==> src/design/hcm_pkg.sv <==
// ----------------------------------------------------------------------------
// hcm_pkg
// Shared types and codes for the heat color map pipeline.
// ----------------------------------------------------------------------------
package hcm_pkg;

   // Control that travels with every pipeline stage.
   typedef struct packed {
      logic valid;
      logic bad;
   } hcm_ctl_type;

   // Configuration register indexes.
   typedef enum logic [1:0] {
      CSR_SCALE_LOW  = 2'd0,
      CSR_SCALE_HIGH = 2'd1
   } csr_index_type;

   // Ramp segments: blue->green, green->yellow, yellow->red.
   typedef enum logic [1:0] {
      SEG_BLUE_GREEN   = 2'd0,
      SEG_GREEN_YELLOW = 2'd1,
      SEG_YELLOW_RED   = 2'd2
   } seg_type;

   localparam logic [7:0] CHAN_FULL = 8'hFF;
   localparam logic [7:0] CHAN_OFF  = 8'h00;

endpackage

==> src/design/hcm_range_front.sv <==
// ----------------------------------------------------------------------------
// hcm_range_front
// Clamps the sample to the scale and forms its offset above scale_low.
// ----------------------------------------------------------------------------
module hcm_range_front import hcm_pkg::*; #(
   parameter int SAMPLE_BITS = 24
) (
   input  logic                          clock,
   input  logic                          reset,
   input  logic                          accept,
   input  logic signed [SAMPLE_BITS-1:0] sample,
   input  logic signed [SAMPLE_BITS-1:0] scale_low,
   input  logic signed [SAMPLE_BITS-1:0] scale_high,
   output hcm_ctl_type                   ctl,
   output logic        [SAMPLE_BITS:0]   offset
);

   hcm_ctl_type                   ctl_ff, ctl_in;
   logic        [SAMPLE_BITS:0]   offset_ff, offset_in;
   logic signed [SAMPLE_BITS-1:0] clamped;

   always_comb begin
      ctl_in.valid = accept;
      ctl_in.bad   = !(scale_high > scale_low);
      if (sample < scale_low) begin
         clamped = scale_low;
      end else if (sample > scale_high) begin
         clamped = scale_high;
      end else begin
         clamped = sample;
      end
      // offset is never negative once clamped
      if (ctl_in.bad) begin
         offset_in = '0;
      end else begin
         offset_in = {clamped[SAMPLE_BITS-1], clamped}
                   - {scale_low[SAMPLE_BITS-1], scale_low};
      end
   end

   always_ff @(posedge clock) begin
      if (reset) begin
         ctl_ff.valid <= 1'b0;
      end else begin
         ctl_ff.valid <= ctl_in.valid;
      end
      ctl_ff.bad <= ctl_in.bad;
      offset_ff  <= offset_in;
   end

   assign ctl    = ctl_ff;
   assign offset = offset_ff;

endmodule

==> src/design/hcm_div_stage.sv <==
// ----------------------------------------------------------------------------
// hcm_div_stage
// One restoring-division step: one quotient bit per stage.
// ----------------------------------------------------------------------------
module hcm_div_stage import hcm_pkg::*; #(
   parameter int SAMPLE_BITS = 24,
   parameter int QUO_BITS    = 17,
   parameter bit FIRST       = 1'b0
) (
   input  logic                 clock,
   input  logic                 reset,
   input  hcm_ctl_type          ctl_i,
   input  logic [SAMPLE_BITS:0] rem_i,
   input  logic [QUO_BITS-1:0]  quo_i,
   input  logic [SAMPLE_BITS:0] span,
   output hcm_ctl_type          ctl_o,
   output logic [SAMPLE_BITS:0] rem_o,
   output logic [QUO_BITS-1:0]  quo_o
);

   hcm_ctl_type                ctl_ff;
   logic [SAMPLE_BITS:0]       rem_ff, rem_in;
   logic [QUO_BITS-1:0]        quo_ff, quo_in;
   logic [SAMPLE_BITS+1:0]     trial, diff;
   logic                       take;

   always_comb begin
      // integer bit first, then shift in one fraction bit per stage
      trial  = FIRST ? {1'b0, rem_i} : {rem_i, 1'b0};
      diff   = trial - {1'b0, span};
      take   = (trial >= {1'b0, span});
      rem_in = take ? diff[SAMPLE_BITS:0] : trial[SAMPLE_BITS:0];
      quo_in = {quo_i[QUO_BITS-2:0], take};
   end

   always_ff @(posedge clock) begin
      if (reset) begin
         ctl_ff.valid <= 1'b0;
      end else begin
         ctl_ff.valid <= ctl_i.valid;
      end
      ctl_ff.bad <= ctl_i.bad;
      rem_ff     <= rem_in;
      quo_ff     <= quo_in;
   end

   assign ctl_o = ctl_ff;
   assign rem_o = rem_ff;
   assign quo_o = quo_ff;

endmodule

==> src/design/hcm_color_mix.sv <==
// ----------------------------------------------------------------------------
// hcm_color_mix
// Segment lookup and per-channel linear mix, five register stages.
// ----------------------------------------------------------------------------
module hcm_color_mix import hcm_pkg::*; #(
   parameter int FRACTION_BITS = 16
) (
   input  logic                   clock,
   input  logic                   reset,
   input  hcm_ctl_type            ctl_i,
   input  logic [FRACTION_BITS:0] frac,
   output logic                   out_valid,
   output logic [7:0]             out_red,
   output logic [7:0]             out_green,
   output logic [7:0]             out_blue,
   output logic                   out_bad
);

   localparam int     FB    = FRACTION_BITS;
   localparam longint FONE  = longint'(1) << FB;
   localparam longint STOP1 = (FONE * 2) / 5;
   localparam longint STOP2 = (FONE * 7) / 10;
   localparam longint W0    = STOP1;
   localparam longint W1    = STOP2 - STOP1;
   localparam longint W2    = FONE - STOP2;
   localparam int     K     = FB + 8;
   // reciprocals rounded up; error stays below one unit for 255*t < 2^K
   localparam longint R0    = ((longint'(1) << K) + W0 - 1) / W0;
   localparam longint R1    = ((longint'(1) << K) + W1 - 1) / W1;
   localparam longint R2    = ((longint'(1) << K) + W2 - 1) / W2;
   localparam longint R01   = (R0 > R1) ? R0 : R1;
   localparam longint R_MAX = (R01 > R2) ? R01 : R2;
   localparam int     RW    = $clog2(R_MAX + 1);
   localparam int     XW    = FB + 8;
   localparam int     PW    = XW + RW;

   // stage 1: segment and distances to its ends
   hcm_ctl_type     c1_ff, c2_ff, c3_ff, c4_ff;
   seg_type         s1_ff, s2_ff, s3_ff, s4_ff, seg_in;
   logic [FB:0]     f, lo_b, hi_b;
   logic [FB-1:0]   tu_ff, td_ff, tu_in, td_in;
   // stage 2: times 255
   logic [XW-1:0]   xu2_ff, xd2_ff, xu2_in, xd2_in;
   // stage 3: reciprocal multiply
   logic [RW-1:0]   r_sel;
   logic [PW-1:0]   pu, pd;
   logic [7:0]      qu3_ff, qd3_ff, qu3_in, qd3_in;
   logic [XW-1:0]   xu3_ff, xd3_ff;
   // stage 4: back-multiply for correction
   logic [FB-1:0]   w_sel;
   logic [XW-1:0]   mu4_ff, md4_ff, mu4_in, md4_in;
   logic [7:0]      qu4_ff, qd4_ff;
   logic [XW-1:0]   xu4_ff, xd4_ff;
   // stage 5: correct and assemble
   logic [7:0]      up, down;
   logic            valid_ff;
   logic [7:0]      red_ff, green_ff, blue_ff, red_in, green_in, blue_in;
   logic            bad_ff;

   always_comb begin
      f = ctl_i.bad ? '0 : frac;
      priority if (f <= (FB+1)'(STOP1)) begin
         seg_in = SEG_BLUE_GREEN;
      end else if (f <= (FB+1)'(STOP2)) begin
         seg_in = SEG_GREEN_YELLOW;
      end else begin
         seg_in = SEG_YELLOW_RED;
      end
      unique case (seg_in)
         SEG_BLUE_GREEN: begin
            lo_b = '0;
            hi_b = (FB+1)'(STOP1);
         end
         SEG_GREEN_YELLOW: begin
            lo_b = (FB+1)'(STOP1);
            hi_b = (FB+1)'(STOP2);
         end
         default: begin
            lo_b = (FB+1)'(STOP2);
            hi_b = (FB+1)'(FONE);
         end
      endcase
      tu_in = FB'(f - lo_b);
      td_in = FB'(hi_b - f);
   end

   always_comb begin
      xu2_in = {tu_ff, 8'h00} - {8'h00, tu_ff};
      xd2_in = {td_ff, 8'h00} - {8'h00, td_ff};
   end

   always_comb begin
      unique case (s2_ff)
         SEG_BLUE_GREEN:   r_sel = RW'(R0);
         SEG_GREEN_YELLOW: r_sel = RW'(R1);
         default:          r_sel = RW'(R2);
      endcase
      pu     = PW'(xu2_ff) * PW'(r_sel);
      pd     = PW'(xd2_ff) * PW'(r_sel);
      qu3_in = pu[K +: 8];
      qd3_in = pd[K +: 8];
   end

   always_comb begin
      unique case (s3_ff)
         SEG_BLUE_GREEN:   w_sel = FB'(W0);
         SEG_GREEN_YELLOW: w_sel = FB'(W1);
         default:          w_sel = FB'(W2);
      endcase
      mu4_in = XW'(qu3_ff) * XW'(w_sel);
      md4_in = XW'(qd3_ff) * XW'(w_sel);
   end

   always_comb begin
      // estimate is exact or one too high
      up   = (mu4_ff > xu4_ff) ? qu4_ff - 8'd1 : qu4_ff;
      down = (md4_ff > xd4_ff) ? qd4_ff - 8'd1 : qd4_ff;
      unique case (s4_ff)
         SEG_BLUE_GREEN: begin
            red_in   = CHAN_OFF;
            green_in = up;
            blue_in  = down;
         end
         SEG_GREEN_YELLOW: begin
            red_in   = up;
            green_in = CHAN_FULL;
            blue_in  = CHAN_OFF;
         end
         default: begin
            red_in   = CHAN_FULL;
            green_in = down;
            blue_in  = CHAN_OFF;
         end
      endcase
   end

   always_ff @(posedge clock) begin
      if (reset) begin
         c1_ff.valid <= 1'b0;
         c2_ff.valid <= 1'b0;
         c3_ff.valid <= 1'b0;
         c4_ff.valid <= 1'b0;
         valid_ff    <= 1'b0;
      end else begin
         c1_ff.valid <= ctl_i.valid;
         c2_ff.valid <= c1_ff.valid;
         c3_ff.valid <= c2_ff.valid;
         c4_ff.valid <= c3_ff.valid;
         valid_ff    <= c4_ff.valid;
      end
      c1_ff.bad <= ctl_i.bad;
      c2_ff.bad <= c1_ff.bad;
      c3_ff.bad <= c2_ff.bad;
      c4_ff.bad <= c3_ff.bad;
      bad_ff    <= c4_ff.bad;
      s1_ff     <= seg_in;
      s2_ff     <= s1_ff;
      s3_ff     <= s2_ff;
      s4_ff     <= s3_ff;
      tu_ff     <= tu_in;
      td_ff     <= td_in;
      xu2_ff    <= xu2_in;
      xd2_ff    <= xd2_in;
      qu3_ff    <= qu3_in;
      qd3_ff    <= qd3_in;
      xu3_ff    <= xu2_ff;
      xd3_ff    <= xd2_ff;
      mu4_ff    <= mu4_in;
      md4_ff    <= md4_in;
      qu4_ff    <= qu3_ff;
      qd4_ff    <= qd3_ff;
      xu4_ff    <= xu3_ff;
      xd4_ff    <= xd3_ff;
      red_ff    <= red_in;
      green_ff  <= green_in;
      blue_ff   <= blue_in;
   end

   assign out_valid = valid_ff;
   assign out_red   = red_ff;
   assign out_green = green_ff;
   assign out_blue  = blue_ff;
   assign out_bad   = bad_ff;

endmodule

==> src/design/heat_color_map_core.sv <==
// ----------------------------------------------------------------------------
// heat_color_map_core
// False-color map of one signed sample onto a blue-green-yellow-red ramp.
// ----------------------------------------------------------------------------
// Usage: a request is taken on every clock in which start is high and busy is
// low; busy is raised only by reset and clears once reset is released. Each
// request yields one color, shown for a single cycle with rsp_valid high. The
// receiver cannot stall, so results must be taken as they appear. Sustained
// rate is one request per clock; the pipeline is the long divider (one
// quotient bit per stage, FRACTION_BITS+1 stages), plus one clamp stage and
// five mix stages. Write scale_low / scale_high only while no request is in
// flight. If scale_high is not above scale_low the color is pure blue and
// rsp_bad_range is set.
// ----------------------------------------------------------------------------
module heat_color_map_core import hcm_pkg::*; #(
   parameter int SAMPLE_BITS   = 24,
   parameter int FRACTION_BITS = 16
) (
   input  logic                          clock,
   input  logic                          reset,
   // request channel
   input  logic                          start,
   output logic                          busy,
   input  logic signed [SAMPLE_BITS-1:0] req_sample,
   // result channel
   output logic                          rsp_valid,
   output logic        [7:0]             rsp_red,
   output logic        [7:0]             rsp_green,
   output logic        [7:0]             rsp_blue,
   output logic                          rsp_bad_range,
   // register write port
   input  logic                          csr_write,
   input  logic        [1:0]             csr_index,
   input  logic        [SAMPLE_BITS-1:0] csr_wdata
);

   localparam int QUO_BITS = FRACTION_BITS + 1;
   localparam int LATENCY  = FRACTION_BITS + 7;

   // ---- configuration registers -------------------------------------------
   logic signed [SAMPLE_BITS-1:0] scale_low_ff, scale_high_ff;
   logic        [SAMPLE_BITS:0]   span_ff, span_in;
   logic                          busy_ff;
   logic                          accept;

   always_ff @(posedge clock) begin
      if (reset) begin
         scale_low_ff  <= '0;
         scale_high_ff <= {1'b0, {(SAMPLE_BITS-1){1'b1}}};
      end else if (csr_write) begin
         unique case (csr_index)
            CSR_SCALE_LOW:  scale_low_ff  <= csr_wdata;
            CSR_SCALE_HIGH: scale_high_ff <= csr_wdata;
            default: ;  // unused indexes are dropped
         endcase
      end
   end

   // Divisor is a static function of the registers; span_ff takes a write in
   // the next cycle, ahead of the first divider stage a new request reaches.
   assign span_in = {scale_high_ff[SAMPLE_BITS-1], scale_high_ff}
                  - {scale_low_ff[SAMPLE_BITS-1], scale_low_ff};

   always_ff @(posedge clock) begin
      span_ff <= span_in;
   end

   always_ff @(posedge clock) begin
      if (reset) begin
         busy_ff <= 1'b1;
      end else begin
         busy_ff <= 1'b0;
      end
   end

   assign busy   = busy_ff;
   assign accept = start && !busy_ff;

   // ---- clamp and offset ---------------------------------------------------
   hcm_ctl_type                ctl_q [0:QUO_BITS];
   logic        [SAMPLE_BITS:0] rem_q [0:QUO_BITS];
   logic        [QUO_BITS-1:0]  quo_q [0:QUO_BITS];

   hcm_range_front #(
      .SAMPLE_BITS (SAMPLE_BITS)
   ) u_front (
      .clock      (clock),
      .reset      (reset),
      .accept     (accept),
      .sample     (req_sample),
      .scale_low  (scale_low_ff),
      .scale_high (scale_high_ff),
      .ctl        (ctl_q[0]),
      .offset     (rem_q[0])
   );

   assign quo_q[0] = '0;

   // ---- fraction = offset * 2^FRACTION_BITS / span, one bit per stage -----
   for (genvar i = 0; i < QUO_BITS; i++) begin : g_div
      hcm_div_stage #(
         .SAMPLE_BITS (SAMPLE_BITS),
         .QUO_BITS    (QUO_BITS),
         .FIRST       (i == 0)
      ) u_step (
         .clock (clock),
         .reset (reset),
         .ctl_i (ctl_q[i]),
         .rem_i (rem_q[i]),
         .quo_i (quo_q[i]),
         .span  (span_ff),
         .ctl_o (ctl_q[i+1]),
         .rem_o (rem_q[i+1]),
         .quo_o (quo_q[i+1])
      );
   end

   // ---- segment select and channel interpolation ---------------------------
   hcm_color_mix #(
      .FRACTION_BITS (FRACTION_BITS)
   ) u_mix (
      .clock     (clock),
      .reset     (reset),
      .ctl_i     (ctl_q[QUO_BITS]),
      .frac      (quo_q[QUO_BITS]),
      .out_valid (rsp_valid),
      .out_red   (rsp_red),
      .out_green (rsp_green),
      .out_blue  (rsp_blue),
      .out_bad   (rsp_bad_range)
   );

   // ---- checks -------------------------------------------------------------
   // every result traces back to an earlier accepted request
   a_result_has_request: assert property (@(posedge clock) disable iff (reset)
      rsp_valid |-> $past(accept, LATENCY))
      else $error("result without matching request");

   // blue and red never light together anywhere on the ramp
   a_no_blue_and_red: assert property (@(posedge clock) disable iff (reset)
      rsp_valid |-> (rsp_blue == CHAN_OFF || rsp_red == CHAN_OFF))
      else $error("blue and red both lit");

   // an unusable scale maps to pure blue
   a_bad_range_blue: assert property (@(posedge clock) disable iff (reset)
      rsp_valid && rsp_bad_range |->
         rsp_blue == CHAN_FULL && rsp_red == CHAN_OFF && rsp_green == CHAN_OFF)
      else $error("bad range result is not blue");

   // divider front never carries an offset when the range is unusable
   a_bad_zero_offset: assert property (@(posedge clock) disable iff (reset)
      ctl_q[0].valid && ctl_q[0].bad |-> rem_q[0] == '0)
      else $error("offset not cleared for bad range");

endmodule
==> config.mk <==
export PLATFORM = sky130hd
export DESIGN_NAME = heat_color_map_core
export DESIGN_NICKNAME = d
export VERILOG_FILES = /design/src/design/hcm_pkg.sv /design/src/design/hcm_range_front.sv /design/src/design/hcm_div_stage.sv /design/src/design/hcm_color_mix.sv /design/src/design/heat_color_map_core.sv
export SDC_FILE = /design/constraint.sdc
export NUM_CORES = 2
export LEC_CHECK = 0
export ABC_AREA = 0
export BUFFER_PORTS_ARGS = -buffer_cell sky130_fd_sc_hd__buf_2
export CAP_MARGIN = 20
export CORE_ASPECT_RATIO = 0.75
export CORE_MARGIN = 8
export CORE_UTILIZATION = 64
export CTS_BUF_LIST = sky130_fd_sc_hd__clkbuf_4
export CTS_CLUSTER_DIAMETER = 40
export CTS_CLUSTER_SIZE = 14
export DETAILED_ROUTE_END_ITERATION = 10
export GPL_TIMING_DRIVEN = 0
export PLACE_DENSITY_LB_ADDON = 0.15
export SLEW_MARGIN = 20
export SYNTH_ARGS = -nofsm -noshare
export SYNTH_HDL_FRONTEND = slang
export SYNTH_SLANG_ARGS = --single-unit
==> constraint.sdc <==
create_clock -name clock -period 7.2 [get_ports clock]
set_clock_uncertainty 0.05 [all_clocks]
set_input_delay 1.44 -clock clock [delete_from_list [all_inputs] [get_ports clock]]
set_output_delay 1.44 -clock clock [all_outputs]
set_load 0.01 [all_outputs]
==> results.py <==
metrics = {
    "status": {
        "status": "completed",
    },
    "yosys": {
        "synth-async-reset-ratio": 0,
        "synth_enable_flop_cells": 0,
        "syn_area_um2": 68300,
        "avgSynthCellArea_um2": 9.20,
        "postSynthCellCount": 7425,
        "seq_area_frac_synth": 0.289,
        "synth.area.mux_share": 0.0427,
        "synth_warnings": 0,
        "ys_seq_elements": 984,
        "synth_top_family_by_area": "adder cells",
        "synth-xor-area-share": 0.0661,
        "synth_cell_types": 98,
        "synth_simple_gate_area_frac": 0.122,
        "synth_fa_ha_area_frac": 0.267,
        "yosys-top-cells-area": "dfxtp_1 (29%), ha_1 (17%), fa_1 (10%)",
        "netlist.area_leader.share": 0.289,
        "synth_compound_area_frac": 0.158,
        "yosysTopAreaCell": "dfxtp_1",
        "synthFlopType": "dfxtp_1",
    },
    "clocking": {
        "cts_tree": "done",
        "post-cts-setup-buffer-count": 0,
        "cts_made_buffers": 120,
        "clk_path_buf_depth": 3,
        "clkTransAtPathRegs_ns": 0.13,
        "clk_latency_ns": 1.14,
        "h-tree-depth": 3,
        "postCtsHoldBufs": 0,
        "cts-root-buf": "clkbuf_4",
        "clock-sinks": 984,
    },
    "route": {
        "vias": 53700,
        "drcViolationCount": 0,
        "drtAntennaViolNets": 0,
        "viasPerCell": 5.86,
        "routedWlPerCell_um": 18.9,
        "drt-total-wl_um": 174000,
        "drt_iter0_markers": 3975,
        "first_pass_iters": 6,
    },
    "job": {
        "max-cap-violations": 0,
    },
    "global_routing": {
        "first_global_vias": 52100,
        "grt.overflow.total": 0,
        "grt_first_pass_wirelength_um": 277000,
        "grt_usage": 0.289,
        "antenna_found_initial": 5,
        "grt_max_degree": 24,
    },
    "cells_and_area": {
        "drive_gt1_frac": 0.0818,
        "syn_to_final_growth_pct": 6.47,
        "final_common_cell": "dfxtp_1",
        "nets": 8956,
        "final_cell_mix": "dfxtp_1 (982), ha_1 (912), inv_1 (816)",
    },
    "place": {
        "place.gp.congestion": 0.941,
        "io_buffer_count": 80,
        "dp_hpwl_um": 137000,
    },
    "sta": {
        "max_freq_ghz": 0.145,
        "setup_viol": 0,
        "holdWs_ns": 0.219,
        "fin_crit_ns": 6.91,
        "hold_viol": 0,
        "fin_crit_sh": 0.959,
        "tightest_slew_ns": 1.12,
        "relSlewSlack": 0.250,
        "maxSlewViolCount": 0,
    },
    "floorplan": {
        "die_w_um": 393,
        "num_rows": 103,
        "core_um2": 106000,
        "start_util": 0.647,
        "dieHeight_um": 299,
        "pin_count": 81,
        "dieArea_um2": 118000,
    },
    "setup_path": {
        "critPathLaunchType": "register",
        "worst-path-max-fanout": 20,
        "crit_arrival_ns": 7.81,
        "crit_path_end_kind": "register",
        "critPathKind": "reg2reg",
        "required_ns": 8.10,
    },
    "min_path": {
        "hold_path_class": "reg2reg",
    },
}
state kept, by name, indices dropped and copies added, names as in the netlist, 16 cells and up:
register	flops
g_div.u_step.rem_o	400
g_div.u_step.quo_o	153
g_div.u_step.ctl_o	34
span_ff	25
u_front.offset	25
scale_high_ff	24
scale_low_ff	24
u_mix.xd2_ff	24
u_mix.xd3_ff	24
u_mix.xd4_ff	24
u_mix.xu2_ff	24
u_mix.xu3_ff	24
u_mix.xu4_ff	24
u_mix.md4_ff	23
u_mix.mu4_ff	23
u_mix.td_ff	16
u_mix.tu_ff	16
path summary, 6_finish.rpt:
kind / from / end / slack [ns] / depth (start not counted)
setup / recovery: u_mix.s2_ff[1] / u_mix.qu3_ff[6] / 0.29 / 23
hold / removal: g_div[15].u_step.quo_o[0] / g_div[16].u_step.quo_o[1] / 0.22 / 0
setup reg to reg: u_mix.s2_ff[1] / u_mix.qu3_ff[6] / 0.29 / 23
hold reg to reg: g_div[15].u_step.quo_o[0] / g_div[16].u_step.quo_o[1] / 0.22 / 0
kinds of logic (layout without fill, tap and decap cells):
group,count (synthesis),count (layout)
xor gates and xnor gates,515,515
muxes,260,260
other,2,23
AOI/OAI and AO/OA,1687,1687
adders and majority gates,1254,1254
DFF,984,984
buffers and inverters,990,1291
and+or+nand+nor,1733,1733
metrics by stage:
stage	utilization	cell area [um^2]	setup TNS, ns	instances	setup WS [ns]
3_3_place_gp	0.668	70500	-7.92	8936	-1.13
2_1_floorplan	-	68300	0	7439	0.861
3_5_place_dp	0.670	70700	-8.27	8945	-1.12
4_1_cts	0.688	72700	0	9158	0.0271
6_report	0.689	72700	0	9164	0.292
5_1_grt	0.689	72700	-0.000951	9163	-0.000951
layout make-up:
cell class                      count  area [um^2]
Sequential cell                   984        19700
Antenna cell                        7         17.5
Buffer                            150          663
Clock buffer                      127          953
Inverter                          838         3150
Timing Repair Buffer               89          628
Tap cell                         1417         1770
Multi-Input combinational cell   5465        44800
Fill cell                        8360        32900
Clock inverter                     87          962
metal layers:
layer	part of all wire	track usage	wire, um
met1	0.45	0.405	78800
met2	0.44	0.450	75600
met3	0.079	0.0595	13600
met4	0.032	0.0896	5560
met5	0	0	0
critical path, cell delays in order (launching register included):
cell	delay [ns]
dfxtp_1	0.42
or2_4	0.35
buf_4	0.30
and2_2	0.28
fa_1	0.47
fa_1	0.55
inv_1	0.06
fa_1	0.56
inv_1	0.07
fa_1	0.55
inv_1	0.06
fa_1	0.54
inv_1	0.04
ha_1	0.34
nand3_1	0.22
or3_1	0.47
nor2_2	0.29
a211oi_4	0.09
o41a_1	0.16
a31oi_1	0.30
and4_1	0.28
or3_1	0.15
a21oi_1	0.08
xnor2_1	0.13
Yosys cell counts, types with 45 or more instances:
| cell type | count |
|---|---|
| mux2i_1 | 63 |
| o21ai_0 | 327 |
| dfxtp_1 | 984 |
| nor2_1 | 458 |
| nor3_1 | 81 |
| a21oi_1 | 534 |
| nand2b_1 | 90 |
| ha_1 | 912 |
| clkbuf_1 | 101 |
| a211oi_1 | 45 |
| fa_1 | 342 |
| xor2_1 | 199 |
| a31oi_1 | 55 |
| nand2_1 | 517 |
| xnor2_1 | 316 |
| nand3_1 | 110 |
| o21bai_1 | 64 |
| o21a_1 | 70 |
| nand4_1 | 88 |
| mux2_2 | 180 |
| a21o_1 | 267 |
| inv_1 | 836 |
| and2_1 | 67 |
| nor2b_1 | 125 |
| and3_1 | 45 |
timing repair:
item,CTS,global route
resized for setup,11,8
endpoints found under the setup margin,16,10
hold endpoints to repair,0,0
pin swaps,1,0
Power is not shown: default switching activity piles up to over one toggle a cycle in this logic, so the estimate is an artifact.
